[config.mk]
export PLATFORM = sky130hd
export DESIGN_NAME = ile_cell
export DESIGN_NICKNAME = d
export VERILOG_FILES = /design/src/rtl/indexed_list_engine_top_defines.svh /design/src/rtl/ile_pkg.sv /design/src/rtl/ile_cell.sv
export SDC_FILE = /design/constraint.sdc
export NUM_CORES = 1
export LEC_CHECK = 0
export ABC_AREA = 1
export BUFFER_PORTS_ARGS = -buffer_cell sky130_fd_sc_hd__buf_2
export CAP_MARGIN = 20
export CORE_MARGIN = 2
export CORE_UTILIZATION = 47
export DETAILED_ROUTE_END_ITERATION = 8
export PLACE_DENSITY = 0.85
export RECOVER_POWER = 50
export SLEW_MARGIN = 25
export SYNTH_ARGS = -nofsm -noshare
export SYNTH_HDL_FRONTEND = slang
export SYNTH_SLANG_ARGS = --single-unit
[constraint.sdc]
create_clock -name clk_i -period 5.1 [get_ports clk_i]
set_input_delay 0.51 -clock clk_i [delete_from_list [all_inputs] [get_ports clk_i]]
set_output_delay 0.51 -clock clk_i [all_outputs]
set_load 0.03 [all_outputs]
[src/rtl/indexed_list_engine_top_defines.svh]
// Assertion macros shared by the indexed list engine RTL.
`ifndef INDEXED_LIST_ENGINE_TOP_DEFINES_SVH
`define INDEXED_LIST_ENGINE_TOP_DEFINES_SVH

`ifndef SYNTHESIS
// Checks a property at every rising clock edge outside reset.
`define ILE_ASSERT(label, prop) \
  label: assert property (@(posedge clk_i) disable iff (!rst_ni) (prop)) \
    else $error("indexed list engine: assertion failed");
// Checks a property at every rising clock edge, reset included.
`define ILE_ASSERT_ALWAYS(label, prop) \
  label: assert property (@(posedge clk_i) (prop)) \
    else $error("indexed list engine: assertion failed");
`else
`define ILE_ASSERT(label, prop)
`define ILE_ASSERT_ALWAYS(label, prop)
`endif

`endif

[src/rtl/ile_pkg.sv]
// Types and constants of the indexed list engine.
package ile_pkg;

  localparam int unsigned CapacityDefault = 256;
  localparam int unsigned ValueW = 32;
  localparam int unsigned PosW = 8;
  localparam int unsigned EntryCountW = 9;

  typedef enum logic [1:0] {
    OP_READ   = 2'd0,
    OP_INSERT = 2'd1,
    OP_APPEND = 2'd2,
    OP_DELETE = 2'd3
  } op_e;

  typedef enum logic [1:0] {
    ST_DONE  = 2'd0,
    ST_RANGE = 2'd1,
    ST_FULL  = 2'd2
  } status_e;

  // Command broadcast to every cell of the chain in the same cycle.
  typedef enum logic [1:0] {
    CMD_NONE   = 2'd0,
    CMD_INSERT = 2'd1,
    CMD_APPEND = 2'd2,
    CMD_DELETE = 2'd3
  } cmd_e;

  typedef struct packed {
    op_e                      op;
    logic [PosW-1:0]          position;
    logic signed [ValueW-1:0] value;
  } req_t;

  typedef struct packed {
    logic signed [ValueW-1:0] read_value;
    status_e                  status;
    logic [EntryCountW-1:0]   entry_count;
  } rsp_t;

  typedef struct packed {
    cmd_e              cmd;
    logic [PosW-1:0]   pos;
    logic [ValueW-1:0] value;
  } cell_ctrl_t;

endpackage

[src/rtl/ile_cell.sv]
// One storage cell of the list chain, holding the entry at a fixed position.
module ile_cell #(
  parameter int unsigned Index = 0,
  parameter int unsigned CntW  = 9
) (
  input  logic                        clk_i,
  input  ile_pkg::cell_ctrl_t         ctrl_i,
  input  logic [CntW-1:0]             count_i,
  input  logic [ile_pkg::ValueW-1:0]  left_i,
  input  logic [ile_pkg::ValueW-1:0]  right_i,
  output logic [ile_pkg::ValueW-1:0]  value_o
);
  import ile_pkg::*;

  // Common compare width for the 8-bit position, the count and the index.
  localparam int unsigned CmpW = (CntW > PosW) ? CntW : PosW;
  localparam logic [CmpW-1:0] Idx = CmpW'(Index);

  logic [CmpW-1:0]   pos_w;
  logic [CmpW-1:0]   cnt_w;
  logic [ValueW-1:0] value_d;
  logic [ValueW-1:0] value_q;

  assign pos_w = CmpW'(ctrl_i.pos);
  assign cnt_w = CmpW'(count_i);

  // An insert pulls the neighbor toward the head, a delete the one toward the tail.
  always_comb begin
    value_d = value_q;
    unique case (ctrl_i.cmd)
      CMD_INSERT: begin
        if (Idx == pos_w) begin
          value_d = ctrl_i.value;
        end else if (Idx > pos_w) begin
          value_d = left_i;
        end
      end
      CMD_APPEND: begin
        if (Idx == cnt_w) begin
          value_d = ctrl_i.value;
        end
      end
      CMD_DELETE: begin
        if (Idx >= pos_w) begin
          value_d = right_i;
        end
      end
      default: begin
        value_d = value_q;
      end
    endcase
  end

  always_ff @(posedge clk_i) begin
    value_q <= value_d;
  end

  assign value_o = value_q;

endmodule

# Yosys cells after proc, flatten, opt, wreduce, memory -nomap -nowiden
# Index checks and enable logic that the tools add are counted.
# W data, S select, Z words.
totals:
  mem_count: 0
  word_cells: 18
  mem_bits_rw: 0
  register_bits: 32
  latch_bits: 0
  romBits: 0
  inputBits: 116
classes:
  mul: 0
  reduce_logical: 4
  order_cmp: 2
  eq_ne: 6
  n_mux: 5
  n_addsub: 0
  bitwise_logic: 0
  shift: 0
  div_mod_pow: 0
ops:
  columns: ["operator", "count"]
  rows:
  - ["$mux W32", 4]
  - ["$pmux W32 S3", 1]
  - ["$logic_not A9 Y1", 2]
  - ["$ge A1 B8 Y1 const A", 1]
  - ["$gt A1 B8 Y1 const A", 1]
  - ["$eq A2 B2 Y1 const B", 2]
  - ["$ne A2 B2 Y1 const B", 2]
  - ["$reduce_and A4 Y1", 1]
  - ["$ne A3 B3 Y1 const B", 1]
  - ["$reduce_bool A3 Y1", 1]
  - ["$eq A2 B1 Y1 const B", 1]

# Longest topological paths before layout
logic_depth:
  depth_word: 4
  depth_mapped: 8
  depth_no_buf: 6

# Worst setup path after synthesis
# Ideal clock, no wire load.
synth_timing:
  path_kind: "in2reg"
  start: "in ctrl_i[40] (netlist name)"
  end: "reg value_q[0], in the netlist value_o[0], enable pin"
  required_ps: 4711
  slack_ps: 2894
  stages: 7
  path_buffers: 2
  setup_time_ps: 389
  arrival_time_ps: 1817
  cell_sequence: "buf_2 -> nor2_2 -> inv_2 -> buf_6 -> nor3_2 -> nand3_1 -> nand2_1"
synth_between:
  elab_chain_cells: 3
  elab_cells_between_ends: 8
  classes_between: "6 x eq/ne; 2 x reduce/logical"
synth_rtl:
  columns: ["item", "line_no", "rtl"]
  rows:
  - ["start, declared", "ile_cell.sv:7", "input ile_pkg::cell_ctrl_t ctrl_i,"]
  - ["$eq A2 B1 Y1 / $eq A2 B2 Y1 (equally long branches)", "ile_cell.sv:30", "unique case (ctrl_i.cmd)"]
  - ["$ne A3 B3 Y1 (no source line) (tied with other cells)", null, null]
  - ["$reduce_and A4 Y1 (no source line) (*)", null, null]
  - ["end signal, assigned", "ile_cell.sv:55", "value_q <= value_d;"]
  - ["end, declared", "ile_cell.sv:22", "logic [ValueW-1:0] value_q;"]
# Every way passes the cells marked *; elsewhere a longest branch is shown, timed or not.
# A chain may end at the register's enable or synchronous reset.

# Worst setup path after layout
layout_timing:
  start: "in ctrl_i[37] (netlist name)"
  end: "reg value_q[8], in the netlist value_o[8], enable pin"
layout_between:
  elab_chain_cells: 3
  elab_cells_between_ends: 6
  classes_between: "2 x order compare; 2 x eq/ne; 2 x reduce/logical"
layout_rtl:
  columns: ["item", "line_no", "rtl"]
  rows:
  - ["$gt A1 B8 Y1 (tied with other cells)", "ile_cell.sv:34", "end else if (Idx > pos_w) begin"]
  - ["$ne A3 B3 Y1 (no source line) / $ne A2 B2 Y1 (equally long branches)", null, null]
  - ["$reduce_and A4 Y1 (no source line) (*)", null, null]
# Marks and branches as above.

==> impl_metrics.csv <==
group,metric,value,unit
setup_path,path_cells,"buf_2, nor2_1, nand2_1, nor2_4, nand2_1, nand2_2, buf_4",
floorplanning,io-pin-count,148,
global_routing,grt_overflow_total,0,
synthesis,syn_area,2392,µm²
setup_path,end_kind,"flip-flop",
floorplanning,dieArea,5677,µm²
synthesis,ys_types,20,
detailed_routing,drc,0,
run_status,status,"finished clean",
setup_path,worstPathArrival,3.20,ns
synthesis,yosysSeqAreaShare,40.17,%
layout,final_layout_size_suffix_gt1_share,27.71,%
setup_path,cp_max_fo,33,
clocking,h-tree-depth,2,
layout,diodes,0,
detailed_routing,vias,2633,
timing,slew_headroom,21.85,%
timing,fin_crit,3.191,ns
global_routing,grt_pass1_vias,2357,
timing,setup_tns,0,ns
timing,finalSetupViolCount,0,
setup_path,cp.required,5.10,ns
global_routing,grt_max_degree,35,
power,p_sw,0.0001550,W
synthesis,avgSynthCellArea,7.271,µm²
floorplanning,dieHeight,75.35,µm
detailed_routing,routed_via_density,4.977,
place,routabilityCongestion,0.8778,
place,dp_hpwl,4.801,mm
detailed_routing,ant_nets,0,
floorplanning,rows,25,
clocking,root_buffer,"clkbuf_8",
setup_path,crit_start,"ctrl_i[37]",
detailed_routing,totalWireLength,6.626,mm
place,port_buffers,147,
synthesis,synth_nets,445,
global_routing,grt_pass1_wl,9.929,mm
clocking,holdBufCountCts,0,
timing,hold_viol_final,0,
power,pwr-share-clk,29.8,%
synthesis,synth_seq_cells,32,
power,p_int,0.0004426,W
floorplanning,die_w,75.35,µm
power,sw_frac_of_total,25.93,%
detailed_routing,firstDrtPassIters,6,
power,vdd_drop_max,0.0001079,V
setup_path,critPathLaunchType,"input pin",
layout,nets,578,
hold_path,hold_depth,4,
clocking,tritoncts,"built",
clocking,clk_pin_slew,0.06,ns
clocking,cts_buffer_depth,2,
power,p_leak,1.459,nW
clocking,cts_setup_buffers,0,
setup_path,endpoint,"value_o[8]",
timing,worstMarginPinSlew,1.169,ns
power,power.density,191.3,nW/µm²
timing,rsz0062_at_grt,"false",
detailed_routing,wire_per_inst,12.53,µm
layout,syn2layout_area_growth,30.60,%
synthesis,postSynthCellCount,329,
clocking,cts_buffers,5,
floorplanning,core,4817,µm²
power,pwr-share-seq,49.1,%
job,maxCapViolCount,0,
layout,fillers,469,
setup_path,critPathMostFrequentCell,"nand2_1",
power,p_comb_share,21.1,%
clocking,cts-resized-gates,0,
timing,period_share,62.56,%
global_routing,grt.total_usage,22.97,%
timing,fmax,313.4,MHz
synthesis,yosys_warnings,0,
setup_path,cp_slowest_cell,"nor2_4",
timing,drv_slew,0,
layout,largest_register_ffs,32,
setup_path,critPathKind,"input pin to flip-flop",
clocking,cts.sinks,32,
place,placed_cells,522,
detailed_routing,drt_iter0_drc,220,
layout,finalNonFillerCells,529,
setup_path,slowest_delay,0.87,ns
hold_path,hold_path_class,"input pin to flip-flop",
floorplanning,start_util,49.66,%
global_routing,grt_antenna_before_repair,0,
cells in the final DEF, fill, tap and decap left out, drive strengths merged:
master	count
clkbuf	37
clkinv	2
and2	1
nand3	65
nor2	8
nor3	2
nand2	68
edfxtp	32
o21ai	32
o21bai	32
buf	117
inv	66
critical path, delay by kind of cell:
kind / cells / cell delay (ns)
AND/OR/NAND/NOR: 5 / 2.30
buffers and inverters: 2 / 0.34
cells by family (layout without fill, tap and decap cells):
family	Yosys count	after routing	share of synthesized area, %
AND/OR/NAND/NOR	144	144	26.94
buffers and inverters	89	222	16.16
AO/OA/AOI/OAI	64	64	16.74
flip-flops	32	32	40.17
power by group through the flow:
stage	clock, W	combinational [W]	sequential (W)
finish	0.000178	0.000126	0.000294
global route	0.000188	0.000141	0.000293
CTS	0.000178	0.000125	0.000294
detailed placement	0	0.000125	0.000299
global placement	0	0.000123	0.000299
floorplan	0	0.0000710	0.000301
metal layers:
metal  part of all wire (%)  GRT usage (%)  wire length, µm  up-vias
li1                       -              -                -     1331
met1                     40          26.80             2657     1145
met2                     49          40.97             3245      143
met3                    9.0          5.688              596       14
met4                    1.9          8.187              126        0
met5                      0              0                0        -
worst min path at each step:
stage	start	endpoint
after floorplan	left_i[0]	value_o[0]
after global placement	left_i[30]	value_o[30]
after detailed placement	left_i[14]	value_o[14]
after CTS	left_i[23]	value_o[23]
after global routing	left_i[4]	value_o[4]
final	left_i[24]	value_o[24]
layout make-up:
type	instances	area [µm²]	area share, %
inverter	66	247.7	7.930
clock inverter	2	7.507	0.2403
timing repair buffer	149	710.7	22.75
sequential	32	960.9	30.76
clock buffer	5	68.82	2.203
multi-input combinational	208	1045	33.44
tap	67	83.83	2.683
stage by stage:
stage          hold slack (ns)   power, W  instance area, µm²  utilization [%]  setup WS (ns)
2_1_floorplan           0.7981  0.0003716                2392                -          2.894
3_3_place_gp            0.8946  0.0004219                3088            64.10          1.660
3_5_place_dp            0.8987  0.0004240                3090            64.16          1.956
4_1_cts                 0.6062  0.0005969                3167            65.74          2.248
5_1_grt                 0.6333  0.0006228                3124            64.86          1.636
6_report                0.6112  0.0005975                3124            64.86          1.909
synth_stat cells:
master	instances	area share (%)
nor3_1	1	0.21
and2_0	1	0.26
edfxtp_1	32	40
nand3_1	65	14
inv_1	64	10
nand2_2	1	0.26
o21bai_1	32	10
o21ai_0	7	1.5
buf_6	5	2.4
nor3_2	1	0.42
nor2_2	1	0.26
nor2_4	1	0.47
buf_4	1	0.31
buf_1	3	0.47
nand2_1	67	11
clkbuf_1	5	0.78
o21ai_1	25	5.2
nor2_1	6	0.94
buf_2	9	1.9
inv_2	2	0.31
Note: power is estimated with default switching activity, not from simulation.
